[config.mk]
export PLATFORM = sky130hd
export DESIGN_NAME = encoder_velocity_estimator_unit_flat
export DESIGN_NICKNAME = d
export VERILOG_FILES = /design/src/hdl/evu_pkg.sv /design/src/hdl/evu_if.sv /design/src/hdl/evu_mul.sv /design/src/hdl/evu_div.sv /design/src/hdl/encoder_velocity_estimator_unit.sv /design/src/flat_wrapper.sv
export SDC_FILE = /design/constraint.sdc
export NUM_CORES = 2
export LEC_CHECK = 0
export ABC_AREA = 1
export BUFFER_PORTS_ARGS = -buffer_cell sky130_fd_sc_hd__buf_2
export CAP_MARGIN = 20
export CORE_MARGIN = 5
export CORE_UTILIZATION = 55
export CTS_CLUSTER_SIZE = 25
export DETAILED_ROUTE_END_ITERATION = 8
export PLACE_DENSITY = 0.72
export SLEW_MARGIN = 20
export SYNTH_ARGS = -nofsm -noshare
export SYNTH_HDL_FRONTEND = slang
export SYNTH_HIERARCHICAL = 1
export SYNTH_SLANG_ARGS = --single-unit
[constraint.sdc]
create_clock -name clk -period 15.55 [get_ports clk]
set_input_delay 0.7775 -clock clk [delete_from_list [all_inputs] [get_ports clk]]
set_output_delay 0.7775 -clock clk [all_outputs]
set_load 0.02 [all_outputs]
[src/hdl/evu_pkg.sv]
`timescale 1ns / 1ps
package evu_pkg;

  localparam int HISTORY_DEPTH_DEF = 5;

  localparam int POS_W      = 32;
  localparam int TIME_W     = 32;
  localparam int ANGLE_W    = 40;
  localparam int VEL_W      = 32;
  localparam int SCALE_W    = 19;
  localparam int DBAND_W    = 20;
  localparam int SHIFT_W    = 4;
  localparam int CFG_IDX_W  = 2;
  localparam int CFG_DATA_W = 20;

  // |count delta| * 1000 fits in 42 bits; times the scale in 61 bits
  localparam int MAG_W  = 42;
  localparam int PROD_W = MAG_W + SCALE_W;
  localparam int QUOT_W = 32;

  localparam logic [SCALE_W-1:0] SCALE_RST = 19'd150;
  localparam logic [DBAND_W-1:0] DBAND_RST = 20'd200;
  localparam logic [SHIFT_W-1:0] SHIFT_RST = 4'd2;

  localparam logic [VEL_W-1:0] VEL_POS_LIMIT = 32'h7FFF_FFFF;
  localparam logic [VEL_W-1:0] VEL_NEG_LIMIT = 32'h8000_0000;

  localparam logic OP_SAMPLE = 1'b0;
  localparam logic OP_RESET  = 1'b1;

  typedef enum logic [CFG_IDX_W-1:0] {
    REG_ANGLE_SCALE = 2'd0,
    REG_DEADBAND    = 2'd1,
    REG_EMA_SHIFT   = 2'd2
  } cfg_reg_t;

  typedef struct packed {
    logic done;
    logic ovf;
  } div_stat_t;

endpackage

[src/hdl/evu_if.sv]
`timescale 1ns / 1ps
interface evu_in_if;
  logic                              valid;
  logic                              ready;
  logic                              opcode;
  logic signed [evu_pkg::POS_W-1:0]  position;
  logic        [evu_pkg::TIME_W-1:0] time_ms;

  modport source (output valid, opcode, position, time_ms, input ready);
  modport sink   (input valid, opcode, position, time_ms, output ready);
endinterface

interface evu_out_if;
  logic                               valid;
  logic                               ready;
  logic signed [evu_pkg::ANGLE_W-1:0] angle;
  logic signed [evu_pkg::VEL_W-1:0]   velocity;
  logic                               saturated;

  modport source (output valid, angle, velocity, saturated, input ready);
  modport sink   (input valid, angle, velocity, saturated, output ready);
endinterface

interface evu_cfg_if;
  logic                              valid;
  logic                              ready;
  logic [evu_pkg::CFG_IDX_W-1:0]     index;
  logic [evu_pkg::CFG_DATA_W-1:0]    data;

  modport source (output valid, index, data, input ready);
  modport sink   (input valid, index, data, output ready);
endinterface

[src/hdl/evu_mul.sv]
`timescale 1ns / 1ps
// Bit-serial shift-add multiplier: one scale bit per cycle, LSB first.
// Runs two products at once: signed position * scale (angle) and
// unsigned |delta|*1000 * scale (velocity numerator).
module evu_mul (
  input  logic                                clk,
  input  logic                                rst_n,
  input  logic                                start,
  input  logic        [evu_pkg::SCALE_W-1:0]  scale,
  input  logic signed [evu_pkg::POS_W-1:0]    pos,
  input  logic        [evu_pkg::MAG_W-1:0]    mag,
  output logic                                done,
  output logic signed [evu_pkg::ANGLE_W-1:0]  angle,
  output logic        [evu_pkg::PROD_W-1:0]   prod
);

  localparam int SCALE_W = evu_pkg::SCALE_W;
  localparam int POS_W   = evu_pkg::POS_W;
  localparam int MAG_W   = evu_pkg::MAG_W;
  localparam int CNT_W   = $clog2(SCALE_W);
  localparam logic [CNT_W-1:0] LAST = CNT_W'(SCALE_W - 1);

  logic                    busy_r, busy_nxt;
  logic                    done_r, done_nxt;
  logic [CNT_W-1:0]        cnt_r, cnt_nxt;
  logic [SCALE_W-1:0]      mult_r, mult_nxt;
  logic signed [POS_W-1:0] pos_r, pos_nxt;
  logic [MAG_W-1:0]        mag_r, mag_nxt;
  logic [MAG_W:0]          mhi_r, mhi_nxt;
  logic [SCALE_W-1:0]      mlo_r, mlo_nxt;
  logic signed [POS_W:0]   ahi_r, ahi_nxt;
  logic [SCALE_W-1:0]      alo_r, alo_nxt;
  logic [MAG_W:0]          msum;
  logic signed [POS_W:0]   asum;

  always_comb begin
    msum = mhi_r + (mult_r[0] ? {1'b0, mag_r} : '0);
    asum = ahi_r + (mult_r[0] ? {pos_r[POS_W-1], pos_r} : '0);

    busy_nxt = busy_r;
    done_nxt = 1'b0;
    cnt_nxt  = cnt_r;
    mult_nxt = mult_r;
    pos_nxt  = pos_r;
    mag_nxt  = mag_r;
    mhi_nxt  = mhi_r;
    mlo_nxt  = mlo_r;
    ahi_nxt  = ahi_r;
    alo_nxt  = alo_r;

    if (start) begin
      busy_nxt = 1'b1;
      cnt_nxt  = '0;
      mult_nxt = scale;
      pos_nxt  = pos;
      mag_nxt  = mag;
      mhi_nxt  = '0;
      mlo_nxt  = '0;
      ahi_nxt  = '0;
      alo_nxt  = '0;
    end else if (busy_r) begin
      // add under the current multiplier bit, then shift one bit into the low half
      mult_nxt = mult_r >> 1;
      mhi_nxt  = msum >> 1;
      mlo_nxt  = {msum[0], mlo_r[SCALE_W-1:1]};
      ahi_nxt  = asum >>> 1;
      alo_nxt  = {asum[0], alo_r[SCALE_W-1:1]};
      cnt_nxt  = cnt_r + 1'b1;
      if (cnt_r == LAST) begin
        busy_nxt = 1'b0;
        done_nxt = 1'b1;
      end
    end
  end

  always_ff @(posedge clk) begin
    if (!rst_n) begin
      busy_r <= 1'b0;
      done_r <= 1'b0;
      cnt_r  <= '0;
    end else begin
      busy_r <= busy_nxt;
      done_r <= done_nxt;
      cnt_r  <= cnt_nxt;
    end
  end

  always_ff @(posedge clk) begin
    mult_r <= mult_nxt;
    pos_r  <= pos_nxt;
    mag_r  <= mag_nxt;
    mhi_r  <= mhi_nxt;
    mlo_r  <= mlo_nxt;
    ahi_r  <= ahi_nxt;
    alo_r  <= alo_nxt;
  end

  assign done  = done_r;
  assign angle = {ahi_r[evu_pkg::ANGLE_W-SCALE_W-1:0], alo_r};
  assign prod  = {mhi_r[MAG_W-1:0], mlo_r};

endmodule

[src/hdl/evu_div.sv]
`timescale 1ns / 1ps
// Radix-2 restoring divider, one quotient bit per cycle.
// A quotient of 2^32 or more is flagged as overflow right at start.
module evu_div (
  input  logic                               clk,
  input  logic                               rst_n,
  input  logic                               start,
  input  logic [evu_pkg::PROD_W-1:0]         dividend,
  input  logic [evu_pkg::QUOT_W-1:0]         divisor,
  output evu_pkg::div_stat_t                 stat,
  output logic [evu_pkg::QUOT_W-1:0]         quot
);

  localparam int QUOT_W = evu_pkg::QUOT_W;
  localparam int PROD_W = evu_pkg::PROD_W;
  localparam int CNT_W  = $clog2(QUOT_W);
  localparam logic [CNT_W-1:0] LAST = CNT_W'(QUOT_W - 1);

  logic              busy_r, busy_nxt;
  logic              done_r, done_nxt;
  logic              ovf_r, ovf_nxt;
  logic [CNT_W-1:0]  cnt_r, cnt_nxt;
  logic [QUOT_W-1:0] rem_r, rem_nxt;
  logic [QUOT_W-1:0] q_r, q_nxt;
  logic [QUOT_W-1:0] dvs_r, dvs_nxt;
  logic [QUOT_W-1:0] hi;
  logic [QUOT_W+1:0] trial;

  always_comb begin
    hi    = QUOT_W'(dividend[PROD_W-1:QUOT_W]);
    trial = {1'b0, rem_r, q_r[QUOT_W-1]} - {2'b00, dvs_r};

    busy_nxt = busy_r;
    done_nxt = 1'b0;
    ovf_nxt  = ovf_r;
    cnt_nxt  = cnt_r;
    rem_nxt  = rem_r;
    q_nxt    = q_r;
    dvs_nxt  = dvs_r;

    if (start) begin
      dvs_nxt = divisor;
      rem_nxt = hi;
      q_nxt   = dividend[QUOT_W-1:0];
      cnt_nxt = '0;
      ovf_nxt = (hi >= divisor);
      if (hi >= divisor) begin
        done_nxt = 1'b1;
      end else begin
        busy_nxt = 1'b1;
      end
    end else if (busy_r) begin
      // dividend bits leave the top of q_r as quotient bits enter the bottom
      if (!trial[QUOT_W+1]) begin
        rem_nxt = trial[QUOT_W-1:0];
      end else begin
        rem_nxt = {rem_r[QUOT_W-2:0], q_r[QUOT_W-1]};
      end
      q_nxt   = {q_r[QUOT_W-2:0], ~trial[QUOT_W+1]};
      cnt_nxt = cnt_r + 1'b1;
      if (cnt_r == LAST) begin
        busy_nxt = 1'b0;
        done_nxt = 1'b1;
      end
    end
  end

  always_ff @(posedge clk) begin
    if (!rst_n) begin
      busy_r <= 1'b0;
      done_r <= 1'b0;
      ovf_r  <= 1'b0;
      cnt_r  <= '0;
    end else begin
      busy_r <= busy_nxt;
      done_r <= done_nxt;
      ovf_r  <= ovf_nxt;
      cnt_r  <= cnt_nxt;
    end
  end

  always_ff @(posedge clk) begin
    rem_r <= rem_nxt;
    q_r   <= q_nxt;
    dvs_r <= dvs_nxt;
  end

  assign stat.done = done_r;
  assign stat.ovf  = ovf_r;
  assign quot      = q_r;

endmodule

[src/hdl/encoder_velocity_estimator_unit.sv]
`timescale 1ns / 1ps
// Encoder velocity estimator. Each input word is a signed encoder count with a
// millisecond timestamp (or a reset opcode that refills the history and clears
// the filter); each produces exactly one result word with the angle in
// millidegrees, the filtered velocity in millidegrees per second and a flag for
// a clipped raw velocity. Items are handled one at a time: a word that makes
// no velocity update (reset opcode, first sample, zero elapsed time) goes
// through the multiplier only, one that updates also through the radix-2
// divider, stopped at start if the quotient overflows 32 bits. The bit-serial
// multiplier does one scale bit per cycle over 19 bits, the divider one quotient
// bit per cycle over 32 bits. The result register lets the next word be
// accepted while the previous result waits. Configuration words are taken at
// any time, cfg ready is always high, and must only be written while idle.
module encoder_velocity_estimator_unit #(
  parameter int HISTORY_DEPTH = evu_pkg::HISTORY_DEPTH_DEF
) (
  input logic       clk,
  input logic       rst_n,
  evu_in_if.sink    in_ch,
  evu_out_if.source out_ch,
  evu_cfg_if.sink   cfg_ch
);

  localparam int SLOT_W  = $clog2(HISTORY_DEPTH);
  localparam int FILL_W  = $clog2(HISTORY_DEPTH + 1);
  localparam int POS_W   = evu_pkg::POS_W;
  localparam int TIME_W  = evu_pkg::TIME_W;
  localparam int VEL_W   = evu_pkg::VEL_W;
  localparam int MAG_W   = evu_pkg::MAG_W;

  typedef enum logic [2:0] {
    S_IDLE, S_PREP, S_MUL, S_DIV, S_DIFF, S_STEP, S_SNAP, S_HOLD
  } state_t;

  state_t state_r, state_nxt;

  // configuration
  logic [evu_pkg::SCALE_W-1:0] scale_r, scale_nxt;
  logic [evu_pkg::DBAND_W-1:0] dband_r, dband_nxt;
  logic [evu_pkg::SHIFT_W-1:0] shift_r, shift_nxt;

  // history and filter state
  logic [POS_W-1:0]  pos_ring_r  [HISTORY_DEPTH];
  logic [POS_W-1:0]  pos_ring_nxt [HISTORY_DEPTH];
  logic [TIME_W-1:0] time_ring_r [HISTORY_DEPTH];
  logic [TIME_W-1:0] time_ring_nxt [HISTORY_DEPTH];
  logic [SLOT_W-1:0] slot_r, slot_nxt;
  logic [FILL_W-1:0] fill_r, fill_nxt;
  logic [VEL_W-1:0]  filt_r, filt_nxt;

  // current item
  logic                    op_r, op_nxt;
  logic signed [POS_W-1:0] pos_r, pos_nxt;
  logic [TIME_W-1:0]       time_r, time_nxt;
  logic                    neg_r, neg_nxt;
  logic                    dz_r, dz_nxt;
  logic                    upd_r, upd_nxt;
  logic [TIME_W-1:0]       dt_r, dt_nxt;
  logic [VEL_W+1:0]        diff_r, diff_nxt;
  logic                    sat_r, sat_nxt;
  logic [VEL_W-1:0]        fsum_r, fsum_nxt;
  logic [VEL_W-1:0]        pvel_r, pvel_nxt;
  logic                    psat_r, psat_nxt;

  // result register
  logic                               out_valid_r, out_valid_nxt;
  logic signed [evu_pkg::ANGLE_W-1:0] out_angle_r, out_angle_nxt;
  logic [VEL_W-1:0]                   out_vel_r, out_vel_nxt;
  logic                               out_sat_r, out_sat_nxt;

  // datapath helpers
  logic [FILL_W-1:0]  fill_inc;
  logic [SLOT_W-1:0]  slot_inc;
  logic [SLOT_W-1:0]  oldest;
  logic [POS_W-1:0]   dcount;
  logic [TIME_W-1:0]  dt;
  logic [POS_W-1:0]   absd;
  logic [MAG_W-1:0]   absd_ext;
  logic [MAG_W-1:0]   mag1000;
  logic               big;
  logic [VEL_W-1:0]   qs;
  logic [VEL_W:0]     raw;
  logic               dneg;
  logic [VEL_W+1:0]   dabs_full;
  logic [VEL_W:0]     dabs;
  logic [VEL_W:0]     dsh;
  logic [VEL_W:0]     stepv;
  logic [VEL_W-1:0]   fabs;
  logic               snap;
  logic               in_acc;
  logic               out_free;

  // unit hookups
  logic                               mul_start;
  logic                               mul_done;
  logic signed [evu_pkg::ANGLE_W-1:0] mul_angle;
  logic [evu_pkg::PROD_W-1:0]         mul_prod;
  logic                               div_start;
  evu_pkg::div_stat_t                 div_stat;
  logic [evu_pkg::QUOT_W-1:0]         div_quot;

  assign in_ch.ready  = (state_r == S_IDLE);
  assign cfg_ch.ready = 1'b1;
  assign in_acc       = in_ch.valid && in_ch.ready;
  assign out_free     = !out_valid_r || out_ch.ready;

  assign mul_start = (state_r == S_PREP);
  assign div_start = (state_r == S_MUL) && mul_done && upd_r;

  evu_mul u_mul (
    .clk   (clk),
    .rst_n (rst_n),
    .start (mul_start),
    .scale (scale_r),
    .pos   (pos_r),
    .mag   (mag1000),
    .done  (mul_done),
    .angle (mul_angle),
    .prod  (mul_prod)
  );

  evu_div u_div (
    .clk      (clk),
    .rst_n    (rst_n),
    .start    (div_start),
    .dividend (mul_prod),
    .divisor  (dt_r),
    .stat     (div_stat),
    .quot     (div_quot)
  );

  // configuration writes
  always_comb begin
    scale_nxt = scale_r;
    dband_nxt = dband_r;
    shift_nxt = shift_r;
    if (cfg_ch.valid) begin
      unique case (evu_pkg::cfg_reg_t'(cfg_ch.index))
        evu_pkg::REG_ANGLE_SCALE: scale_nxt = cfg_ch.data[evu_pkg::SCALE_W-1:0];
        evu_pkg::REG_DEADBAND:    dband_nxt = cfg_ch.data[evu_pkg::DBAND_W-1:0];
        evu_pkg::REG_EMA_SHIFT:   shift_nxt = cfg_ch.data[evu_pkg::SHIFT_W-1:0];
        default: ;
      endcase
    end
  end

  // history indexing and the velocity numerator
  always_comb begin
    fill_inc = (fill_r < FILL_W'(HISTORY_DEPTH)) ? fill_r + 1'b1 : fill_r;
    slot_inc = (slot_r == SLOT_W'(HISTORY_DEPTH - 1)) ? '0 : slot_r + 1'b1;
    // oldest is slot 0 until the ring fills, then the slot overwritten next
    oldest   = (fill_inc < FILL_W'(HISTORY_DEPTH)) ? '0 : slot_inc;
    dcount   = pos_r - pos_ring_r[oldest];
    dt       = time_r - time_ring_r[oldest];
    absd     = dcount[POS_W-1] ? -dcount : dcount;
    absd_ext = MAG_W'(absd);
    // x * 1000 = x * 1024 - x * 16 - x * 8
    mag1000  = (absd_ext << 10) - (absd_ext << 4) - (absd_ext << 3);
  end

  // clip, filter step and deadband
  always_comb begin
    big = div_stat.ovf ||
          (neg_r ? (div_quot[VEL_W-1] && (|div_quot[VEL_W-2:0])) : div_quot[VEL_W-1]);
    if (big) begin
      qs = neg_r ? evu_pkg::VEL_NEG_LIMIT : evu_pkg::VEL_POS_LIMIT;
    end else begin
      qs = div_quot;
    end
    raw       = neg_r ? -{1'b0, qs} : {1'b0, qs};
    dneg      = diff_r[VEL_W+1];
    dabs_full = dneg ? -diff_r : diff_r;
    dabs      = dabs_full[VEL_W:0];
    dsh       = dabs >> shift_r;
    stepv     = dneg ? -dsh : dsh;
    fabs      = fsum_r[VEL_W-1] ? -fsum_r : fsum_r;
    snap      = dz_r && (fabs < VEL_W'(dband_r));
  end

  always_comb begin
    state_nxt     = state_r;
    slot_nxt      = slot_r;
    fill_nxt      = fill_r;
    filt_nxt      = filt_r;
    op_nxt        = op_r;
    pos_nxt       = pos_r;
    time_nxt      = time_r;
    neg_nxt       = neg_r;
    dz_nxt        = dz_r;
    upd_nxt       = upd_r;
    dt_nxt        = dt_r;
    diff_nxt      = diff_r;
    sat_nxt       = sat_r;
    fsum_nxt      = fsum_r;
    pvel_nxt      = pvel_r;
    psat_nxt      = psat_r;
    out_valid_nxt = out_valid_r && !out_ch.ready;
    out_angle_nxt = out_angle_r;
    out_vel_nxt   = out_vel_r;
    out_sat_nxt   = out_sat_r;
    for (int i = 0; i < HISTORY_DEPTH; i++) begin
      pos_ring_nxt[i]  = pos_ring_r[i];
      time_ring_nxt[i] = time_ring_r[i];
    end

    unique case (state_r)
      S_IDLE: begin
        if (in_acc) begin
          op_nxt    = in_ch.opcode;
          pos_nxt   = in_ch.position;
          time_nxt  = in_ch.time_ms;
          state_nxt = S_PREP;
        end
      end
      S_PREP: begin
        neg_nxt = dcount[POS_W-1];
        dz_nxt  = (dcount == '0);
        dt_nxt  = dt;
        upd_nxt = (op_r == evu_pkg::OP_SAMPLE) && (fill_inc > FILL_W'(1)) && (dt != '0);
        if (op_r == evu_pkg::OP_RESET) begin
          for (int i = 0; i < HISTORY_DEPTH; i++) begin
            pos_ring_nxt[i]  = pos_r;
            time_ring_nxt[i] = time_r;
          end
          slot_nxt = '0;
          fill_nxt = '0;
        end else begin
          for (int i = 0; i < HISTORY_DEPTH; i++) begin
            if (slot_r == SLOT_W'(i)) begin
              pos_ring_nxt[i]  = pos_r;
              time_ring_nxt[i] = time_r;
            end
          end
          slot_nxt = slot_inc;
          fill_nxt = fill_inc;
        end
        state_nxt = S_MUL;
      end
      S_MUL: begin
        if (mul_done) begin
          state_nxt = upd_r ? S_DIV : S_DIFF;
        end
      end
      S_DIV: begin
        if (div_stat.done) begin
          state_nxt = S_DIFF;
        end
      end
      S_DIFF: begin
        diff_nxt  = {raw[VEL_W], raw} - {{2{filt_r[VEL_W-1]}}, filt_r};
        sat_nxt   = big;
        state_nxt = S_STEP;
      end
      S_STEP: begin
        fsum_nxt  = filt_r + stepv[VEL_W-1:0];
        state_nxt = S_SNAP;
      end
      S_SNAP: begin
        if (op_r == evu_pkg::OP_RESET) begin
          filt_nxt = '0;
        end else if (upd_r) begin
          filt_nxt = snap ? '0 : fsum_r;
        end
        pvel_nxt  = (op_r == evu_pkg::OP_RESET) ? '0 :
                    (upd_r ? (snap ? '0 : fsum_r) : filt_r);
        psat_nxt  = upd_r && sat_r;
        state_nxt = S_HOLD;
      end
      S_HOLD: begin
        // hand off once the result register is empty or being drained
        if (out_free) begin
          out_valid_nxt = 1'b1;
          out_angle_nxt = mul_angle;
          out_vel_nxt   = pvel_r;
          out_sat_nxt   = psat_r;
          state_nxt     = S_IDLE;
        end
      end
      default: state_nxt = S_IDLE;
    endcase
  end

  always_ff @(posedge clk) begin
    if (!rst_n) begin
      state_r     <= S_IDLE;
      out_valid_r <= 1'b0;
    end else begin
      state_r     <= state_nxt;
      out_valid_r <= out_valid_nxt;
      out_angle_r <= out_angle_nxt;
      out_vel_r   <= out_vel_nxt;
      out_sat_r   <= out_sat_nxt;
    end
  end

  always_ff @(posedge clk) begin
    if (!rst_n) begin
      scale_r <= evu_pkg::SCALE_RST;
      dband_r <= evu_pkg::DBAND_RST;
      shift_r <= evu_pkg::SHIFT_RST;
      slot_r  <= '0;
      fill_r  <= '0;
      filt_r  <= '0;
    end else begin
      scale_r <= scale_nxt;
      dband_r <= dband_nxt;
      shift_r <= shift_nxt;
      slot_r  <= slot_nxt;
      fill_r  <= fill_nxt;
      filt_r  <= filt_nxt;
    end
  end

  always_ff @(posedge clk) begin
    for (int i = 0; i < HISTORY_DEPTH; i++) begin
      pos_ring_r[i]  <= pos_ring_nxt[i];
      time_ring_r[i] <= time_ring_nxt[i];
    end
    op_r   <= op_nxt;
    pos_r  <= pos_nxt;
    time_r <= time_nxt;
    neg_r  <= neg_nxt;
    dz_r   <= dz_nxt;
    upd_r  <= upd_nxt;
    dt_r   <= dt_nxt;
    diff_r <= diff_nxt;
    sat_r  <= sat_nxt;
    fsum_r <= fsum_nxt;
    pvel_r <= pvel_nxt;
    psat_r <= psat_nxt;
  end

  assign out_ch.valid     = out_valid_r;
  assign out_ch.angle     = out_angle_r;
  assign out_ch.velocity  = out_vel_r;
  assign out_ch.saturated = out_sat_r;

endmodule

[src/flat_wrapper.sv]
// flat-port wrapper written by rule: the top's interface ports become plain ports
module encoder_velocity_estimator_unit_flat 
#(
  parameter int HISTORY_DEPTH = evu_pkg::HISTORY_DEPTH_DEF
)
  (clk, rst_n, in_ch_valid, in_ch_opcode, in_ch_position, in_ch_time_ms, in_ch_ready, out_ch_valid, out_ch_angle, out_ch_velocity, out_ch_saturated, out_ch_ready, cfg_ch_valid, cfg_ch_index, cfg_ch_data, cfg_ch_ready);
  evu_in_if in_ch_i ();
  evu_out_if out_ch_i ();
  evu_cfg_if cfg_ch_i ();
  input logic clk;
  input logic rst_n;
  input wire logic [$bits(in_ch_i.valid)-1:0] in_ch_valid;
  input wire logic [$bits(in_ch_i.opcode)-1:0] in_ch_opcode;
  input wire logic [$bits(in_ch_i.position)-1:0] in_ch_position;
  input wire logic [$bits(in_ch_i.time_ms)-1:0] in_ch_time_ms;
  output wire logic [$bits(in_ch_i.ready)-1:0] in_ch_ready;
  output wire logic [$bits(out_ch_i.valid)-1:0] out_ch_valid;
  output wire logic [$bits(out_ch_i.angle)-1:0] out_ch_angle;
  output wire logic [$bits(out_ch_i.velocity)-1:0] out_ch_velocity;
  output wire logic [$bits(out_ch_i.saturated)-1:0] out_ch_saturated;
  input wire logic [$bits(out_ch_i.ready)-1:0] out_ch_ready;
  input wire logic [$bits(cfg_ch_i.valid)-1:0] cfg_ch_valid;
  input wire logic [$bits(cfg_ch_i.index)-1:0] cfg_ch_index;
  input wire logic [$bits(cfg_ch_i.data)-1:0] cfg_ch_data;
  output wire logic [$bits(cfg_ch_i.ready)-1:0] cfg_ch_ready;
  assign in_ch_i.valid = in_ch_valid;
  assign in_ch_i.opcode = in_ch_opcode;
  assign in_ch_i.position = in_ch_position;
  assign in_ch_i.time_ms = in_ch_time_ms;
  assign in_ch_ready = in_ch_i.ready;
  assign out_ch_valid = out_ch_i.valid;
  assign out_ch_angle = out_ch_i.angle;
  assign out_ch_velocity = out_ch_i.velocity;
  assign out_ch_saturated = out_ch_i.saturated;
  assign out_ch_i.ready = out_ch_ready;
  assign cfg_ch_i.valid = cfg_ch_valid;
  assign cfg_ch_i.index = cfg_ch_index;
  assign cfg_ch_i.data = cfg_ch_data;
  assign cfg_ch_ready = cfg_ch_i.ready;
  encoder_velocity_estimator_unit #(.HISTORY_DEPTH(HISTORY_DEPTH)) u_core (.clk(clk), .rst_n(rst_n), .in_ch(in_ch_i), .out_ch(out_ch_i), .cfg_ch(cfg_ch_i));
endmodule
* Yosys cells after proc, flatten, opt, wreduce, memory -nomap -nowiden *
Memories as Yosys holds them, arrays and structs flattened.
Index checks and enable logic that the tools add are counted.
W data, S select, Z words.

word-level totals
  register bits after elaboration = 674
  bits in latches = 0
  RAM bits = 320
  bits in read-only memories = 0
  input port bits = 92
  output and inout bits = 76
  memories = 2

memory list
  memory              depth  width  read ports  clocked after Yosys merged registers in  wr ports  RTL line                               RTL
  u_core.pos_ring_r   5      32     1           0                                        5         encoder_velocity_estimator_unit.sv:43  logic [POS_W-1:0] pos_ring_r [HISTORY_DEPTH];
  u_core.time_ring_r  5      32     1           0                                        5         encoder_velocity_estimator_unit.sv:45  logic [TIME_W-1:0] time_ring_r [HISTORY_DEPTH];

cells by class
  add/subtract/negate cells = 18
  $mul = 0
  div/mod/pow operators = 0
  order comparisons = 5
  equality and inequality tests = 30
  shifts and indexed selects = 1
  muxes and demuxes = 59
  bitwise operators = 4
  reduce and logical (&&, ||, !) cells = 35

operators by type and width
  kind                 count
  $mux W32             21
  $mux W160            4
  $mux W33             3
  $neg A32 Y32         3
  $sub A33 B32 Y34     2
  $sub A32 B32 Y32     2
  $mux W29             2
  $add A42 B43 Y43     1
  $mux W42             1
  $sub A42 B35 Y42     1
  $sub A42 B36 Y42     1
  $mux W19             2
  $add A33 B33 Y33     1
  $neg A32 Y33         1
  $neg A33 Y33         1
  $shr A33 B4 Y32      1
  $add A32 B32 Y32     1
  $ge A29 B32 Y1       1
  $logic_not A32 Y1    1
  $lt A32 B20 Y1       1
  $reduce_bool A32 Y1  1
  $reduce_or A31 Y1    1
  $mux W3              10
  $pmux W3 S8          1
  27 further kinds     88

* Depth between registers and ports, before layout *
An unclocked memory read counts as a cell.

  depth in word-level cells = 10
  depth in mapped cells = 53
  depth with buffers taken out = 52

* Cells and area by module *
Netlist, hierarchy kept.

modules (own cells, without submodules)
  module                           instances  cells an instance  area each (um2)  sequential area each (um2)
  encoder_velocity_estimator_unit  1          4889               41362.2          19508.7
  evu_mul                          1          1940               13326.5          5175.0
  evu_div                          1          1107               7833.8           3012.9

* Least setup slack after synthesis *
OpenSTA, ideal clock, no wires.

  kind = flip-flop to flip-flop
  from = reg u_core.state_r[0]
  to = mem u_core.pos_ring_r[4][0] (enable)
  setup time = 0.507 ns
  arrival = 10.467 ns
  required time = 15.043 ns
  path slack = 4.576 ns
  stages on the path, launching flop included = 7
  buffers on the path = 0
  clock period less this slack = 10.974 ns
  path through = dfxtp_1 > inv_1 > nor2_1 > inv_1 > nor2_1 > clkinv_1 > a21oi_1

RTL lines
  what                    RTL line                                RTL
  from (decl)             encoder_velocity_estimator_unit.sv:35   state_t state_r, state_nxt;
  from (signal assigned)  encoder_velocity_estimator_unit.sv:288  state_r <= state_nxt;
  to (decl)               encoder_velocity_estimator_unit.sv:43

* Worst setup path after layout *
  from = reg u_core.slot_r[0]
  to = reg u_core.u_mul.mag_r[41] (data pin)

on the way
  cells in the longest elaborated chain, start to end = 9
  elaborated cells between the ends (all ways) = 10

ends and longest elaborated chain
  what                                                  RTL line                                RTL
  from (decl)                                           encoder_velocity_estimator_unit.sv:47   logic [SLOT_W-1:0] slot_r, slot_nxt;
  from (signal assigned)                                encoder_velocity_estimator_unit.sv:308  slot_r <= slot_nxt;
  $add A3 B1 Y3 / $eq A3 B3 Y1 (equally long branches)  encoder_velocity_estimator_unit.sv:150  slot_inc = (slot_r == SLOT_W'(HISTORY_DEPTH - 1)) ? '0 : slot_r + 1'b1;
  $mux W3 (*)                                           encoder_velocity_estimator_unit.sv:150
  $mux W3 (*)                                           encoder_velocity_estimator_unit.sv:152  oldest = (fill_inc < FILL_W'(HISTORY_DEPTH)) ? '0 : slot_inc;
  $mem_v2 Z5 W32 (*)                                    -
  $sub A32 B32 Y32 (*)                                  encoder_velocity_estimator_unit.sv:153  dcount = pos_r - pos_ring_r[oldest];
  $neg A32 Y32                                          encoder_velocity_estimator_unit.sv:155  absd = dcount[POS_W-1] ? -dcount : dcount;
  $mux W32 (*)                                          encoder_velocity_estimator_unit.sv:155
  $sub A42 B36 Y42                                      encoder_velocity_estimator_unit.sv:158  mag1000 = (absd_ext << 10) - (absd_ext << 4) - (absd_ext << 3);
  $sub A42 B35 Y42 (*)                                  encoder_velocity_estimator_unit.sv:158
  named net u_core.mag1000[41]                          encoder_velocity_estimator_unit.sv:79   logic [MAG_W-1:0] mag1000;
  to (signal assigned)                                  evu_mul.sv:91                           mag_r <= mag_nxt;
  to (decl)                                             evu_mul.sv:28                           logic [MAG_W-1:0] mag_r, mag_nxt;

The timed path passes the listed nets; every way through them passes the cells marked *.
A chain may end at the register's enable or synchronous reset.

==> results.yml <==
logic_synthesis:
  async_reset_ff_share_pct: 0
  synth_area_leaders: "edfxtp_1, nand2_1, dfxtp_1"
  synth.largest_area_cell: "edfxtp_1"
  muxShareOfSynthArea_pct: 0.0901
  synth_seq_cells: 994
  synth-compound-area-share_pct: 10.3
  synth_xor_area_share_pct: 3.40
  synthCells: 7936
  synth-seq-area-share_pct: 44.3
  synth_top_family_by_area: "simple AND/OR/NAND/NOR gates"
  syn_area_um2: 62500
  synth_cell_type_count: 68
  synth-simple-area-share_pct: 25.9
  yosysWarningCount: 6
  synth_ff_type: "edfxtp_1"
  synth_edf_count: 779
  synthAdderAreaFrac_pct: 7.70
  postSynthAreaPerCell_um2: 7.88
  synth_top_cell_area_share_pct: 37.4
critical_path:
  worst-path-max-fanout: 68
  crit-reg2reg-launch: "u_core/slot_r[0]$_SDFFE_PN0P_"
  cp-start-kind: "flip-flop"
  end_kind: "flip-flop"
  critical_path_buf_inv_count: 6
  cp_data_arrival_time_ps: 10480
  required_ps: 16000
  cpPeakStageDelay_ps: 800
  cpMaxStageDelayCell: "inv_2"
  cp-startpoint: "u_core/slot_r[0]$_SDFFE_PN0P_"
  critPathTopFamily: "simple AND/OR/NAND/NOR gates"
  cp_common_cell: "nand2_1"
  crit_type: "flip-flop to flip-flop"
timing:
  worstMarginPinSlew_ps: 1120
  timing.setup.tns_ps: 0
  setup_viol: 0
  skew_ps: 48.8
  fin_crit_sh_pct: 64.5
  holdWs_ps: 234
  max_freq_mhz: 99.7
  rsz0062_at_grt: "no"
  hold_viol: 0
  setup_slack_ps: 5520
  min_period_ps: 10030
  slew_viol_final: 0
  relSlewSlack_pct: 25.5
worst_hold_path:
  hp-start: "in_ch_position[7]"
  hold_path.class: "primary input to flip-flop"
place:
  gp_congestion: 0.997
  placed_cell_area_um2: 64600
  pre_cts_ws_ps: 5580
  portBuffers: 166
  place_hpwl_mm: 136
die:
  initial_core_util_pct: 55.5
  die_y_um: 347
  dieArea_um2: 121000
  die_w_um: 347
  io_pins: 168
  core_area_um2: 113000
  rows: 123
drt:
  top_layer_used: "met4"
  drt_iter0_drc: 5141
  drt-total-wl_mm: 180
  antenna_left: 0
  viasPerCell: 5.59
  vias: 53700
  dr.pass1.iters: 6
  dr_wl_met3_mm: 12.1
  drc: 0
  wl_met1_mm: 75.0
  met2_length_mm: 84.0
  avgRoutedWirePerCell_um: 18.7
layout:
  syn_to_final_growth_pct: 9.16
  num-fill-cells: 10100
  multi_input_comb_area_um2: 29800
  register_area_um2: 27700
  n_antenna_cell: 0
  fin_nets: 8481
  final_area_um2: 68300
  final_layout_size_suffix_gt1_share_pct: 7.27
grt:
  grt_pass1_vias: 50400
  antenna_found_initial: 1
  track_usage_pct: 28.8
  grt_start_max_net_pins: 98
  grt_pass1_wl_mm: 278
  overflow: 0
clocking:
  postCtsSetupRepairBufs: 0
  clock-sinks: 994
  clock-root-buffer: "clkbuf_16"
  clkLatencyLatePin_ps: 710
  clock_path_buffers: 3
  ctsHoldBuffers: 0
  cts_tree: "done"
  htreeDepth: 3
  numCtsBuffers: 104
  ctsResizeCount: 0
  clk_pin_slew_ps: 60
status:
  status: "completed"
flow_run:
  drv_cap: 0
registers in the layout, summed over array words and instances (netlist names), 34 cells and up:
name and cells:
u_core/u_mul/mhi_r 42, u_core/out_ch.angle 40, u_core/pos_ring_r 160, u_core/diff_r 34
u_core/u_mul/mag_r 42, u_core/time_ring_r 160
area by class of cell:
type / count / share of cell area, %
well taps: 1500 / 2.75
multi-input cells: 5612 / 43.6
inverters: 1098 / 6.04
clock inverters: 59 / 0.948
clock buffers: 139 / 4.34
flip-flops and latches: 994 / 40.6
repair buffers: 210 / 1.72
logic make-up (layout without fill, tap and decap cells):
family                     Yosys count  after routing
AOI/OAI and AO/OA                 1141           1141
other                                2              4
DFF                                994            994
adders and majority gates          369            369
and+or+nand+nor                   3853           3853
xor gates and xnor gates           240            240
muxes                                5              5
buffers and inverters             1332           1506
metrics by stage:
| stage | cells | util, % |
|---|---|---|
| floorplan | 7938 | - |
| global placement | 9413 | 57.4 |
| detailed placement | 9413 | 57.4 |
| CTS | 9611 | 60.6 |
| global route | 9612 | 60.6 |
| finish | 9612 | 60.6 |
placed cells by master (no fill, tap or decap), types with 24 or more instances in the layout:
| master | netlist | layout |
|---|---|---|
| o21ai_0 | 453 | 453 |
| fa_1 | 26 | 26 |
| nor2_2 | 31 | 32 |
| nand4_1 | 79 | 79 |
| a31oi_1 | 25 | 25 |
| xnor2_1 | 87 | 87 |
| edfxtp_1 | 779 | 779 |
| nand3_1 | 510 | 509 |
| nand2_1 | 2104 | 2104 |
| inv_1 | 1058 | 1055 |
| buf_2 | 31 | 166 |
| o22ai_1 | 38 | 38 |
| o221ai_1 | 34 | 34 |
| ha_1 | 343 | 343 |
| inv_2 | 37 | 40 |
| buf_4 | 26 | 43 |
| nand3_2 | 25 | 24 |
| dfxtp_1 | 215 | 214 |
| nand2_2 | 44 | 44 |
| xor2_1 | 150 | 150 |
| nor2_1 | 878 | 868 |
| o311ai_0 | 25 | 25 |
| nand3b_1 | 45 | 45 |
| clkbuf_16 | 0 | 108 |
| o21ai_1 | 25 | 25 |
| nor3_1 | 64 | 62 |
| a21oi_1 | 402 | 401 |
worst register-to-register path, delay by kind of cell, from the launching register on:
family	cells	cell delay (ps)
buffers and inverters	6	1880
AOI/OAI and AO/OA	12	2680
adders and majority gates	4	1500
xor gates and xnor gates	1	360
DFF	1	440
and+or+nand+nor	18	2970
synth_stat cells, drive strengths merged, types with 15 or more instances:
cell	count
nand3b	46
nand3	535
nand2	2156
a31oi	25
nand4	80
xnor2	88
clkbuf	140
dfxtp	215
o221ai	34
inv	1095
nor4	23
ha	343
o21ai	481
fa	26
o311ai	25
nor2	923
edfxtp	779
o21bai	24
xor2	152
o21a	15
buf	94
nor3	66
a21boi	18
o211ai	21
a21oi	410
o22ai	38
per-layer routing:
layer  global-route usage (%)  up-vias
met1                     38.0    25000
met5                        0        -
met2                     48.0     2035
li1                         -    26300
met4                     12.6        0
met3                     3.46      363
worst paths after layout:
path / end / slack (ps) / depth (start not counted)
worst max-delay path: u_core/u_mul/mag_r[41]$_DFFE_PP_ / 5520 / 41
worst min-delay path: u_core/pos_r[7]$_DFFE_PP_ / 230 / 1
worst max register to register: u_core/u_mul/mag_r[41]$_DFFE_PP_ / 5520 / 41
worst min register to register: u_core/out_ch.velocity[26]$_DFFE_PP_ / 420 / 0
Power is not shown: default switching activity piles up to over one toggle a cycle in this logic, so the estimate is an artifact.
